--- src/hdl/sma_pkg.sv ---
// Package with opcodes, status codes, controller states and shared structs of the stack ALU.
package sma_pkg;

   localparam int STACK_DEPTH_DEFAULT = 64;
   localparam int DATA_WIDTH = 32;
   localparam int ACTION_WIDTH = 4;
   localparam int DEPTH_FIELD_WIDTH = 7;
   localparam int STATUS_WIDTH = 2;

   typedef enum logic [ACTION_WIDTH-1:0] {
      OP_CONST = 4'd0,
      OP_ADD   = 4'd1,
      OP_SUB   = 4'd2,
      OP_MUL   = 4'd3,
      OP_DIV   = 4'd4,
      OP_MAX   = 4'd5,
      OP_MIN   = 4'd6,
      OP_NEG   = 4'd7,
      OP_DUP   = 4'd8,
      OP_SWAP  = 4'd9
   } opcode_type;

   typedef enum logic [STATUS_WIDTH-1:0] {
      ST_OK    = 2'd0,
      ST_UNDER = 2'd1,
      ST_OVER  = 2'd2,
      ST_DIVZ  = 2'd3
   } status_type;

   typedef enum logic [3:0] {
      S_IDLE,
      S_READ_A,
      S_READ_B,
      S_EXEC,
      S_DIV,
      S_MUL,
      S_WRITE,
      S_WRITE2,
      S_TOP_READ,
      S_TOP_LOAD,
      S_OUT
   } state_type;

   typedef struct packed {
      logic       load_item;
      logic       read_top;
      logic       read_second;
      logic       latch_a;
      logic       div_start;
      logic       mul_start;
      logic [2:0] write_sel;
      logic       write_top;
      logic       write_second;
      logic       write_push;
      logic       count_inc;
      logic       count_dec;
      logic       top_read;
      logic       top_load;
      logic       set_status;
      status_type status;
   } cmd_type;

   typedef struct packed {
      opcode_type action;
      logic       empty;
      logic       one_or_less;
      logic       full;
      logic       b_zero;
      logic       div_done;
      logic       mul_done;
   } stat_type;

   localparam logic [2:0] WSEL_OPERAND = 3'd0;
   localparam logic [2:0] WSEL_A       = 3'd1;
   localparam logic [2:0] WSEL_B       = 3'd2;
   localparam logic [2:0] WSEL_ALU     = 3'd3;
   localparam logic [2:0] WSEL_DIV     = 3'd4;
   localparam logic [2:0] WSEL_MUL     = 3'd5;
   localparam logic [2:0] WSEL_NEG     = 3'd6;

endpackage

--- src/hdl/sma_ctrl.sv ---
// Controller state machine that sequences stack reads, arithmetic and writes per instruction.
module sma_ctrl (
   input  logic              clock,
   input  logic              reset,
   input  logic              req_tvalid,
   output logic              req_tready,
   output logic              rsp_tvalid,
   input  logic              rsp_tready,
   input  sma_pkg::stat_type stat,
   output sma_pkg::cmd_type  cmd
);
   import sma_pkg::*;

   state_type state_ff, state_in;
   logic      rsp_valid_ff, rsp_valid_in;

   always_ff @(posedge clock) begin
      if (reset) begin
         state_ff     <= S_IDLE;
         rsp_valid_ff <= 1'b0;
      end else begin
         state_ff     <= state_in;
         rsp_valid_ff <= rsp_valid_in;
      end
   end

   assign rsp_tvalid = rsp_valid_ff;
   assign req_tready = (state_ff == S_IDLE);

   always_comb begin
      state_in     = state_ff;
      rsp_valid_in = rsp_valid_ff;
      cmd          = '0;
      cmd.status   = ST_OK;
      if (rsp_valid_ff && rsp_tready) begin
         rsp_valid_in = 1'b0;
      end
      unique case (state_ff)
         S_IDLE: begin
            if (req_tvalid) begin
               cmd.load_item = 1'b1;
               state_in      = S_READ_A;
            end
         end
         S_READ_A: begin
            cmd.read_top = 1'b1;
            state_in     = S_READ_B;
         end
         S_READ_B: begin
            cmd.latch_a     = 1'b1;
            cmd.read_second = 1'b1;
            state_in        = S_EXEC;
         end
         S_EXEC: begin
            cmd.set_status = 1'b1;
            state_in       = S_TOP_READ;
            case (stat.action)
               OP_CONST: begin
                  if (stat.full) begin
                     cmd.status = ST_OVER;
                  end else begin
                     cmd.write_push = 1'b1;
                     cmd.write_sel  = WSEL_OPERAND;
                     cmd.count_inc  = 1'b1;
                  end
               end
               OP_DUP: begin
                  if (stat.empty) begin
                     cmd.status = ST_UNDER;
                  end else if (stat.full) begin
                     cmd.status = ST_OVER;
                  end else begin
                     cmd.write_push = 1'b1;
                     cmd.write_sel  = WSEL_A;
                     cmd.count_inc  = 1'b1;
                  end
               end
               OP_NEG: begin
                  if (stat.empty) begin
                     cmd.status = ST_UNDER;
                  end else begin
                     cmd.write_top = 1'b1;
                     cmd.write_sel = WSEL_NEG;
                  end
               end
               OP_ADD, OP_SUB, OP_MAX, OP_MIN: begin
                  if (stat.one_or_less) begin
                     cmd.status = ST_UNDER;
                  end else begin
                     cmd.write_second = 1'b1;
                     cmd.write_sel    = WSEL_ALU;
                     cmd.count_dec    = 1'b1;
                  end
               end
               OP_MUL: begin
                  if (stat.one_or_less) begin
                     cmd.status = ST_UNDER;
                  end else begin
                     cmd.mul_start = 1'b1;
                     state_in      = S_MUL;
                  end
               end
               OP_DIV: begin
                  if (stat.one_or_less) begin
                     cmd.status = ST_UNDER;
                  end else if (stat.b_zero) begin
                     cmd.status = ST_DIVZ;
                  end else begin
                     cmd.div_start = 1'b1;
                     state_in      = S_DIV;
                  end
               end
               OP_SWAP: begin
                  if (stat.one_or_less) begin
                     cmd.status = ST_UNDER;
                  end else begin
                     cmd.write_top = 1'b1;
                     cmd.write_sel = WSEL_B;
                     state_in      = S_WRITE2;
                  end
               end
               default: begin
               end
            endcase
         end
         S_MUL: begin
            if (stat.mul_done) begin
               cmd.write_second = 1'b1;
               cmd.write_sel    = WSEL_MUL;
               cmd.count_dec    = 1'b1;
               state_in         = S_TOP_READ;
            end
         end
         S_DIV: begin
            if (stat.div_done) begin
               cmd.write_second = 1'b1;
               cmd.write_sel    = WSEL_DIV;
               cmd.count_dec    = 1'b1;
               state_in         = S_TOP_READ;
            end
         end
         S_WRITE2: begin
            cmd.write_second = 1'b1;
            cmd.write_sel    = WSEL_A;
            state_in         = S_TOP_READ;
         end
         S_WRITE: begin
            state_in = S_TOP_READ;
         end
         S_TOP_READ: begin
            cmd.top_read = 1'b1;
            state_in     = S_TOP_LOAD;
         end
         S_TOP_LOAD: begin
            if (!rsp_valid_ff || rsp_tready) begin
               cmd.top_load = 1'b1;
               rsp_valid_in = 1'b1;
               state_in     = S_IDLE;
            end
         end
         S_OUT: begin
            state_in = S_IDLE;
         end
         default: begin
            state_in = S_IDLE;
         end
      endcase
   end

endmodule

--- src/hdl/sma_div.sv ---
// Iterative signed divider producing one quotient bit per cycle, truncating toward zero.
module sma_div (
   input  logic                            clock,
   input  logic                            reset,
   input  logic                            start,
   input  logic [sma_pkg::DATA_WIDTH-1:0]  dividend,
   input  logic [sma_pkg::DATA_WIDTH-1:0]  divisor,
   output logic                            done,
   output logic [sma_pkg::DATA_WIDTH-1:0]  quotient
);
   import sma_pkg::*;

   localparam int CW = $clog2(DATA_WIDTH + 1);

   logic [DATA_WIDTH-1:0] quo_ff, quo_in;
   logic [DATA_WIDTH-1:0] rem_ff, rem_in;
   logic [DATA_WIDTH-1:0] den_ff, den_in;
   logic                  neg_ff, neg_in;
   logic [CW-1:0]         cnt_ff, cnt_in;
   logic                  busy_ff, busy_in;
   logic                  done_ff, done_in;
   logic [DATA_WIDTH:0]   trial;
   logic [DATA_WIDTH:0]   shifted;

   always_ff @(posedge clock) begin
      if (reset) begin
         busy_ff <= 1'b0;
         done_ff <= 1'b0;
      end else begin
         busy_ff <= busy_in;
         done_ff <= done_in;
      end
   end

   always_ff @(posedge clock) begin
      quo_ff <= quo_in;
      rem_ff <= rem_in;
      den_ff <= den_in;
      neg_ff <= neg_in;
      cnt_ff <= cnt_in;
   end

   always_comb begin
      quo_in  = quo_ff;
      rem_in  = rem_ff;
      den_in  = den_ff;
      neg_in  = neg_ff;
      cnt_in  = cnt_ff;
      busy_in = busy_ff;
      done_in = 1'b0;
      shifted = {rem_ff, quo_ff[DATA_WIDTH-1]};
      trial   = shifted - {1'b0, den_ff};
      if (start) begin
         quo_in  = dividend[DATA_WIDTH-1] ? (~dividend + 1'b1) : dividend;
         den_in  = divisor[DATA_WIDTH-1] ? (~divisor + 1'b1) : divisor;
         neg_in  = dividend[DATA_WIDTH-1] ^ divisor[DATA_WIDTH-1];
         rem_in  = '0;
         cnt_in  = CW'(DATA_WIDTH);
         busy_in = 1'b1;
      end else if (busy_ff) begin
         if (!trial[DATA_WIDTH]) begin
            rem_in = trial[DATA_WIDTH-1:0];
            quo_in = {quo_ff[DATA_WIDTH-2:0], 1'b1};
         end else begin
            rem_in = shifted[DATA_WIDTH-1:0];
            quo_in = {quo_ff[DATA_WIDTH-2:0], 1'b0};
         end
         cnt_in = cnt_ff - 1'b1;
         if (cnt_ff == CW'(1)) begin
            busy_in = 1'b0;
            done_in = 1'b1;
         end
      end
   end

   assign done     = done_ff;
   assign quotient = neg_ff ? (~quo_ff + 1'b1) : quo_ff;

endmodule

--- src/hdl/sma_datapath.sv ---
// Datapath with the stack memory, entry counter, operand registers, ALU, multiplier and result register.
module sma_datapath #(
   parameter int STACK_DEPTH = sma_pkg::STACK_DEPTH_DEFAULT
) (
   input  logic                                   clock,
   input  logic                                   reset,
   input  logic [sma_pkg::ACTION_WIDTH-1:0]       action,
   input  logic [sma_pkg::DATA_WIDTH-1:0]         operand,
   input  sma_pkg::cmd_type                       cmd,
   output sma_pkg::stat_type                      stat,
   output logic [sma_pkg::DATA_WIDTH-1:0]         top_value,
   output logic [sma_pkg::DEPTH_FIELD_WIDTH-1:0]  depth,
   output logic [sma_pkg::STATUS_WIDTH-1:0]       status
);
   import sma_pkg::*;

   localparam int AW = (STACK_DEPTH > 1) ? $clog2(STACK_DEPTH) : 1;
   localparam int NW = $clog2(STACK_DEPTH + 1);

   logic [DATA_WIDTH-1:0]   mem [STACK_DEPTH];
   logic [DATA_WIDTH-1:0]   rd_data_ff;
   logic [ACTION_WIDTH-1:0] action_ff;
   logic [DATA_WIDTH-1:0]   operand_ff;
   logic [NW-1:0]           count_ff, count_in;
   logic [DATA_WIDTH-1:0]   a_ff;
   logic [2*DATA_WIDTH-1:0] prod_ff;
   logic                    mul_done_ff;
   logic [DATA_WIDTH-1:0]   top_ff;
   logic [NW-1:0]           depth_ff;
   logic [STATUS_WIDTH-1:0] status_ff;
   logic [STATUS_WIDTH-1:0] status_hold_ff;
   logic                    rd_en;
   logic [AW-1:0]           rd_addr;
   logic                    wr_en;
   logic [AW-1:0]           wr_addr;
   logic [DATA_WIDTH-1:0]   wr_data;
   logic [DATA_WIDTH-1:0]   alu_res;
   logic [DATA_WIDTH-1:0]   quotient;
   logic                    div_done;
   logic                    b_zero;
   logic [NW-1:0]           top_idx;
   logic [NW-1:0]           second_idx;

   assign top_idx    = count_ff - 1'b1;
   assign second_idx = count_ff - NW'(2);

   sma_div u_div (
      .clock    (clock),
      .reset    (reset),
      .start    (cmd.div_start),
      .dividend (a_ff),
      .divisor  (rd_data_ff),
      .done     (div_done),
      .quotient (quotient)
   );

   always_ff @(posedge clock) begin
      if (reset) begin
         count_ff       <= '0;
         mul_done_ff    <= 1'b0;
         status_hold_ff <= ST_OK;
      end else begin
         count_ff    <= count_in;
         mul_done_ff <= cmd.mul_start;
         if (cmd.set_status) begin
            status_hold_ff <= cmd.status;
         end
      end
   end

   always_comb begin
      count_in = count_ff;
      if (cmd.count_inc) begin
         count_in = count_ff + 1'b1;
      end else if (cmd.count_dec) begin
         count_in = count_ff - 1'b1;
      end
   end

   always_comb begin
      rd_en   = cmd.read_top || cmd.read_second || cmd.top_read;
      rd_addr = cmd.read_second ? second_idx[AW-1:0] : top_idx[AW-1:0];
   end

   always_ff @(posedge clock) begin
      if (rd_en) begin
         rd_data_ff <= mem[rd_addr];
      end
      if (wr_en) begin
         mem[wr_addr] <= wr_data;
      end
   end

   always_ff @(posedge clock) begin
      if (cmd.load_item) begin
         action_ff  <= action;
         operand_ff <= operand;
      end
      if (cmd.latch_a) begin
         a_ff <= rd_data_ff;
      end
      if (cmd.mul_start) begin
         prod_ff <= a_ff * rd_data_ff;
      end
      if (cmd.top_load) begin
         top_ff    <= (count_ff == '0) ? '0 : rd_data_ff;
         depth_ff  <= count_ff;
         status_ff <= status_hold_ff;
      end
   end

   // The second entry sits in rd_data_ff during the execute cycle.
   assign b_zero = (rd_data_ff == '0);

   always_comb begin
      case (opcode_type'(action_ff))
         OP_ADD:  alu_res = a_ff + rd_data_ff;
         OP_SUB:  alu_res = a_ff - rd_data_ff;
         OP_MAX:  alu_res = ($signed(rd_data_ff) < $signed(a_ff)) ? a_ff : rd_data_ff;
         OP_MIN:  alu_res = ($signed(a_ff) < $signed(rd_data_ff)) ? a_ff : rd_data_ff;
         default: alu_res = a_ff;
      endcase
   end

   always_comb begin
      wr_en   = cmd.write_push || cmd.write_top || cmd.write_second;
      wr_addr = top_idx[AW-1:0];
      if (cmd.write_push) begin
         wr_addr = count_ff[AW-1:0];
      end else if (cmd.write_second) begin
         wr_addr = second_idx[AW-1:0];
      end
      case (cmd.write_sel)
         WSEL_OPERAND: wr_data = operand_ff;
         WSEL_A:       wr_data = a_ff;
         WSEL_B:       wr_data = rd_data_ff;
         WSEL_ALU:     wr_data = alu_res;
         WSEL_DIV:     wr_data = quotient;
         WSEL_MUL:     wr_data = prod_ff[DATA_WIDTH-1:0];
         WSEL_NEG:     wr_data = ~a_ff + 1'b1;
         default:      wr_data = a_ff;
      endcase
   end

   always_comb begin
      stat             = '0;
      stat.action      = opcode_type'(action_ff);
      stat.empty       = (count_ff == '0);
      stat.one_or_less = (count_ff < NW'(2));
      stat.full        = (count_ff >= NW'(STACK_DEPTH));
      stat.b_zero      = b_zero;
      stat.div_done    = div_done;
      stat.mul_done    = mul_done_ff;
   end

   assign top_value = top_ff;
   assign depth     = DEPTH_FIELD_WIDTH'(depth_ff);
   assign status    = status_ff;

endmodule

--- src/hdl/stack_machine_alu.sv ---
// Top level of the fixed-depth stack machine ALU: controller plus datapath.
//
// One instruction word enters on the req_ channel (action and operand) and
// one result word leaves on the rsp_ channel (top value, depth, status).
// The block works on one instruction at a time; req_tready is high only
// while the controller is idle. From acceptance to rsp_tvalid, simple
// opcodes pass through two stack reads, one execute and write, one read
// of the new top and the load of the result register. MUL waits in
// addition for the registered product. DIV runs a 32-step shift-subtract
// loop and a registered done flag before its write. The stack lives in a
// single-port-write, single-port-read memory of STACK_DEPTH words.
// A result word is held in its output register until rsp_tready is seen;
// the controller waits for the register to free before loading the next
// result, so a stalled receiver stalls the block without loss.
// Reset clears the entry count, the controller and rsp_tvalid; the stack
// memory needs no clearing since data read from empty slots is never used.
module stack_machine_alu #(
   parameter int STACK_DEPTH = sma_pkg::STACK_DEPTH_DEFAULT
) (
   input  logic        clock,
   input  logic        reset,
   input  logic        req_tvalid,
   output logic        req_tready,
   input  logic [39:0] req_tdata,  // action [3:0], operand [35:4], zero pad [39:36]
   output logic        rsp_tvalid,
   input  logic        rsp_tready,
   output logic [47:0] rsp_tdata   // top_value [31:0], depth [38:32], status [40:39], pad
);
   import sma_pkg::*;

   cmd_type                        cmd;
   stat_type                       stat;
   logic [DATA_WIDTH-1:0]          top_value;
   logic [DEPTH_FIELD_WIDTH-1:0]   depth;
   logic [STATUS_WIDTH-1:0]        status;

   sma_ctrl u_ctrl (
      .clock      (clock),
      .reset      (reset),
      .req_tvalid (req_tvalid),
      .req_tready (req_tready),
      .rsp_tvalid (rsp_tvalid),
      .rsp_tready (rsp_tready),
      .stat       (stat),
      .cmd        (cmd)
   );

   sma_datapath #(
      .STACK_DEPTH (STACK_DEPTH)
   ) u_datapath (
      .clock     (clock),
      .reset     (reset),
      .action    (req_tdata[3:0]),
      .operand   (req_tdata[35:4]),
      .cmd       (cmd),
      .stat      (stat),
      .top_value (top_value),
      .depth     (depth),
      .status    (status)
   );

   assign rsp_tdata = {7'd0, status, depth, top_value};

endmodule
--- config.mk ---
export PLATFORM = sky130hd
export DESIGN_NAME = stack_machine_alu
export DESIGN_NICKNAME = d
export VERILOG_FILES = /design/src/hdl/sma_pkg.sv /design/src/hdl/sma_ctrl.sv /design/src/hdl/sma_div.sv /design/src/hdl/sma_datapath.sv /design/src/hdl/stack_machine_alu.sv
export SDC_FILE = /design/constraint.sdc
export NUM_CORES = 2
export LEC_CHECK = 0
export ABC_AREA = 1
export BUFFER_PORTS_ARGS = -buffer_cell sky130_fd_sc_hd__buf_4
export CAP_MARGIN = 20
export CELL_PAD_IN_SITES_DETAIL_PLACEMENT = 1
export CELL_PAD_IN_SITES_GLOBAL_PLACEMENT = 1
export CORE_UTILIZATION = 45
export DETAILED_ROUTE_END_ITERATION = 8
export HOLD_SLACK_MARGIN = 0.05
export PLACE_DENSITY = 0.83
export SYNTH_ARGS = -nofsm -noshare
export SYNTH_HDL_FRONTEND = slang
export SYNTH_SLANG_ARGS = --single-unit
export TNS_END_PERCENT = 50
--- constraint.sdc ---
create_clock -name clock -period 7.9 [get_ports clock]
set_clock_uncertainty 0.2 [all_clocks]
set_input_delay 0.79 -clock clock [delete_from_list [all_inputs] [get_ports clock]]
set_output_delay 0.79 -clock clock [all_outputs]
set_load 0.005 [all_outputs]
# After elaboration in Yosys (flattened, before gate mapping)
# Memory sizes are Yosys's and may differ from the RTL's. A register that Yosys moved wholly into a read port is not among the register bits.
# Cells that the tools add are included.
# W data, S select, Z words.
# word_totals
regBits,261
ram_bits,2048
output_inout_bits,50
mem_count,1
# mem_list
memory,words,word_bits,rd,rd_clocked_by_memory_dff,write_ports,line_no,source
u_datapath.mem,64,32,1,1,1,sma_datapath.sv:20,logic [DATA_WIDTH-1:0] mem [STACK_DEPTH];
# op_classes
n_addsub,10
mul,1
magnitude_cmp,4
n_eq_ne,28
mux,76
n_bitwise,5
reduce_logical,19
# ops
op,count
$mux W32,7
$pmux W32 S6,1
$pmux W32 S4,1
$add A32 B1 Y32 const B,3
$not A32 Y32,3
$lt A32 B32 Y1,2
$mux W4,9
$pmux W4 S9,1
$sub A33 B32 Y33,1
$add A32 B32 Y32,1
$eq A4 B3 Y1 const B,8
$logic_not A32 Y1,1
$mul A32 B32 Y32,1
$sub A32 B32 Y32,1
$mux W31,1
$mux W1,28
$pmux W3 S4,2
$mux W2,10
$mux W6,3
$eq A4 B2 Y1 const B,4
$eq A4 B4 Y1 const B,4
$mux W3,5
$mux W7,2
$pmux W4 S3,1
other kinds (31),43

# Logic depth before layout (Yosys ltp)
# logic_depth
ltp_word,9
mapped_depth,32
ltp_nobuf,30

# Modules after synthesis
# Synthesis repeated with hierarchy kept, for this count alone.
# hier_totals
hier_cells,11908
area_unflattened_um2,121947.0
# modules_own_cells
module,instances,cells_each,area_per_inst_um2,seq_area_each_um2
sma_datapath,1,10339,112132.5,66894.2
sma_div,1,1444,9147.5,2752.6
sma_ctrl,1,117,610.6,100.1
stack_machine_alu,1,8,56.3,0.0

# Worst setup path after synthesis
# No wires, ideal clock.
# synth_timing
kind,register -> register
from,"reg u_datapath.rd_data_ff[5], read port of u_datapath.mem"
to,"reg u_datapath.prod_ff[30], data pin"
arrival_time_ps,6468
path_slack_ps,969
stages_incl_launch_ff,26
synth_period_minus_slack_ps,6931
path_cell_list,edfxtp_1 > clkbuf_1 > buf_1 > nand2_1 > fa_1 > inv_1 > fa_1 > inv_1 > fa_1 > fa_1 > inv_1 > fa_1 > inv_1 > fa_1 > fa_1 > fa_1 > inv_1 > ha_1 > nand2_1 > nor2_1 > nand4_1 > nor4_1 > nand2_1 > o211ai_1 > a31oi_1 > xor2_1
# synth_between
elab_chain_len,1
# synth_lines
item,line_no,source
start: declaration,sma_datapath.sv:21,logic [DATA_WIDTH-1:0] rd_data_ff;
$mul A32 B32 Y32,sma_datapath.sv:103,prod_ff <= a_ff * rd_data_ff;
end signal: assignment,sma_datapath.sv:103,
end: declaration,sma_datapath.sv:26,logic [2*DATA_WIDTH-1:0] prod_ff;
# Every way passes these cells.
# A chain may end at the register's enable or synchronous reset.

# Worst setup path in the final report
# layout_timing
from,reg u_datapath.a_ff[7]
to,"reg u_datapath.prod_ff[29], data pin"
# layout_between
elab_chain_len,1
# layout_lines
item,line_no,source
start: declaration,sma_datapath.sv:25,logic [DATA_WIDTH-1:0] a_ff;
start signal: assignment,sma_datapath.sv:100,a_ff <= rd_data_ff;
$mul A32 B32 Y32,sma_datapath.sv:103,
# Every way passes these cells.

==> flow_summary.ini <==
[clock_tree]
cts.reportedPaths.clkPinSlew_ps = 70
cts_tree = built
clkLatencyLatePin_ps = 980
cts_made_buffers = 235
postCtsResizedCells = 0
cts_max_path_buffers = 4
clk_root_buffer_cell = clkbuf_16
cts_setup_buffers = 0
cts_num_sinks = 2341
htree_levels = 4

[hold_path]
timing.hold.worst.class = input pin to register
timing.hold.worst.start = rsp_tready

[detailed_routing]
vias = 94000
firstDrtPassIters = 6
routedWlPerCell_um = 30.3
avgViaCountPerCell = 6.28
residual_drc_count = 0
dr.first_iter.drc_count = 12500
totalWireLength_um = 453000
ant_nets = 0

[global_routing]
number_of_global_route_vias_before_repair = 99000
grt.overflow.total = 0
wire_length_of_the_first_global_routing_pass_um = 656000
initial_antenna_violation_count = 16
grt_util_all_layers = 0.329
grt_start_max_net_pins = 221

[setup_path]
end_kind = register
crit_arrival_ps = 8070
cp.required_ps = 8310
path_max_fanout = 13
regToRegStartpoint = u_datapath.a_ff[7]$_DFFE_PP_
setup.worst_path.start = u_datapath.a_ff[7]$_DFFE_PP_
path_class = register to register
cp-start-kind = register

[floorplan]
number_of_i_o_pins = 94
num_rows = 189
fp.dieW_um = 519
floorplan.die.height_um = 519
design.die.area_mm2 = 0.270
core_area_mm2 = 0.266
initial_core_utilization = 0.454

[sta]
min_period_over_period = 0.969
setup-violations-final = 0
setup_total_neg_slack_ps = 0
worstMarginPinSlew_ps = 1270
grt_setup_unrepaired = false
timing.fmax_ghz = 0.131
timing.slew.headroom = 0.151
finalHoldViolCount = 0
fin_crit_ps = 7650
maxSlewViolCount = 0

[synthesis]
synth.top_cells.by_area = edfxtp_1 57%, fa_1 6.8%, nand2_1 5.0%
ys_async_sr_fraction = 0
synth_largest_area_cell = edfxtp_1
postSynthRegisterBits = 2341
mappedNetlistArea_mm2 = 0.120
synthesis.area_per_instance_um2 = 10.7
synthesis.instances = 11300
yosysTopAreaCellShare = 0.570
netlist-cell-type-count = 60
yosys_most_used_dff = edfxtp_1
yosysMostFrequentCell = edfxtp_1
synth.yosys.seq_area_share = 0.579
number_of_flops_mapped_to_enable_cells_by_yosys = 2286
total_number_of_yosys_warnings = 0
synth.top_cells.by_count = 2,286 x edfxtp_1, 1,607 x nand2_1, 1,240 x nor2_1, 1,201 x inv_1, 1,181 x o21ai_0

[layout]
layout.area.seq_mm2 = 0.0697
nNetsFinal = 12000
area_growth_pct = 11.3
utilization = 0.505
multi_input_area_mm2 = 0.0441
post_route_cells_drive_above_1_share = 0.0781
layout.filler_cells = 28200

[run]
max-cap-violations = 0

[place]
port_buffers = 82
gp_congestion = 0.988
detailed_placer_s_ending_hpwl_um = 285000

[run_status]
run_status = completed
final timing paths:
path                                                         end  slack, ps  cells past startpoint
worst min register to register    u_datapath.status[0]$_DFFE_PP_        240                      0
worst min-delay path                u_ctrl.rsp_tvalid$_SDFF_PP0_        160                      4
worst max-delay path            u_datapath.prod_ff[29]$_DFFE_PP_        250                     22
worst max register to register  u_datapath.prod_ff[29]$_DFFE_PP_        250                     22
worst max-delay path, stage by stage, from the launching register on:
cell,delay [ps]
edfxtp_1,960
buf_4,360
buf_4,160
nand2_1,100
fa_1,580
inv_1,70
fa_1,440
fa_1,500
inv_1,60
fa_1,480
inv_1,60
fa_1,480
ha_1,310
fa_1,510
fa_1,440
ha_1,360
a21oi_1,230
a21boi_0,370
nor2_1,110
o21ai_0,250
nand2_1,130
a21oi_1,200
xor2_1,100
through the flow:
step,hold WS (ps),worst slack [ps],instances,instance area [um^2]
floorplan,203,969,11300,120000
global placement,217,482,14500,126000
detailed placement,223,323,14500,126000
CTS,153,364,15000,134000
global route,194,42.1,15000,134000
finish,159,248,15000,134000
cells in the final DEF, fill, tap and decap left out, drive strengths merged, types with 9 or more instances in the layout:
cell type / netlist / final
o221ai: 72 / 72
a211oi: 9 / 9
o21ai: 1204 / 1204
o22ai: 220 / 220
clkbuf: 426 / 283
o21bai: 244 / 244
nand3b: 14 / 14
xor2: 128 / 128
nor4: 24 / 24
nor2: 1248 / 1248
edfxtp: 2286 / 2286
a21oi: 223 / 223
o211ai: 485 / 485
bufinv: 0 / 21
clkinv: 15 / 121
fa: 411 / 411
a22oi: 10 / 10
buf: 265 / 390
nand4: 52 / 52
xnor2: 45 / 45
dlygate4sd3: 0 / 38
nand3: 580 / 580
a31oi: 18 / 18
nand2: 1619 / 1619
nor3: 53 / 53
dfxtp: 55 / 55
a21o: 12 / 12
ha: 262 / 262
o2111ai: 9 / 9
inv: 1226 / 1235
repair_timing:
action | 4_1_cts | 5_1_grt
hold buffers | 38 | 0
endpoints found under the hold margin | 45 | 0
endpoints found under the setup margin | 0 | 0
registers in the layout, indices dropped and copies added, names as in the netlist, 32 cells and up:
signal	count
u_datapath.a_ff	32
u_datapath.mem	2048
u_datapath.operand_ff	32
u_datapath.prod_ff	32
u_datapath.rd_data_ff	32
u_datapath.top_value	32
u_datapath.u_div.den_ff	32
u_datapath.u_div.quo_ff	32
u_datapath.u_div.rem_ff	32
layout make-up:
class,count,share of cell area
inverter,1241,0.0350
timing repair buffer,429,0.0282
clock buffer,282,0.0452
clock inverter,140,0.00978
antenna,7,0.000131
multi-input combinational,6997,0.329
sequential,2341,0.520
tap,3533,0.0330
layer usage:
metal,GRT usage,part of all wire,vias to the layer above
li1,-,-,39000
met1,0.405,0.36,47200
met2,0.540,0.47,6173
met3,0.0657,0.10,1621
met4,0.191,0.067,24
met5,0,0.00084,-
kinds of logic (layout without fill, tap and decap cells):
family,Yosys count,count (layout),synth area share
and+or+nand+nor,3609,3609,0.122
buffers and inverters,1932,2092,0.0631
AOI/OAI and AO/OA,2535,2535,0.127
other,1,14,0.0000311
xor gates and xnor gates,173,173,0.0129
DFF,2341,2341,0.579
adders and majority gates,673,673,0.0955
Power is not shown: default switching activity piles up to over one toggle a cycle in this logic, so the estimate is an artifact.
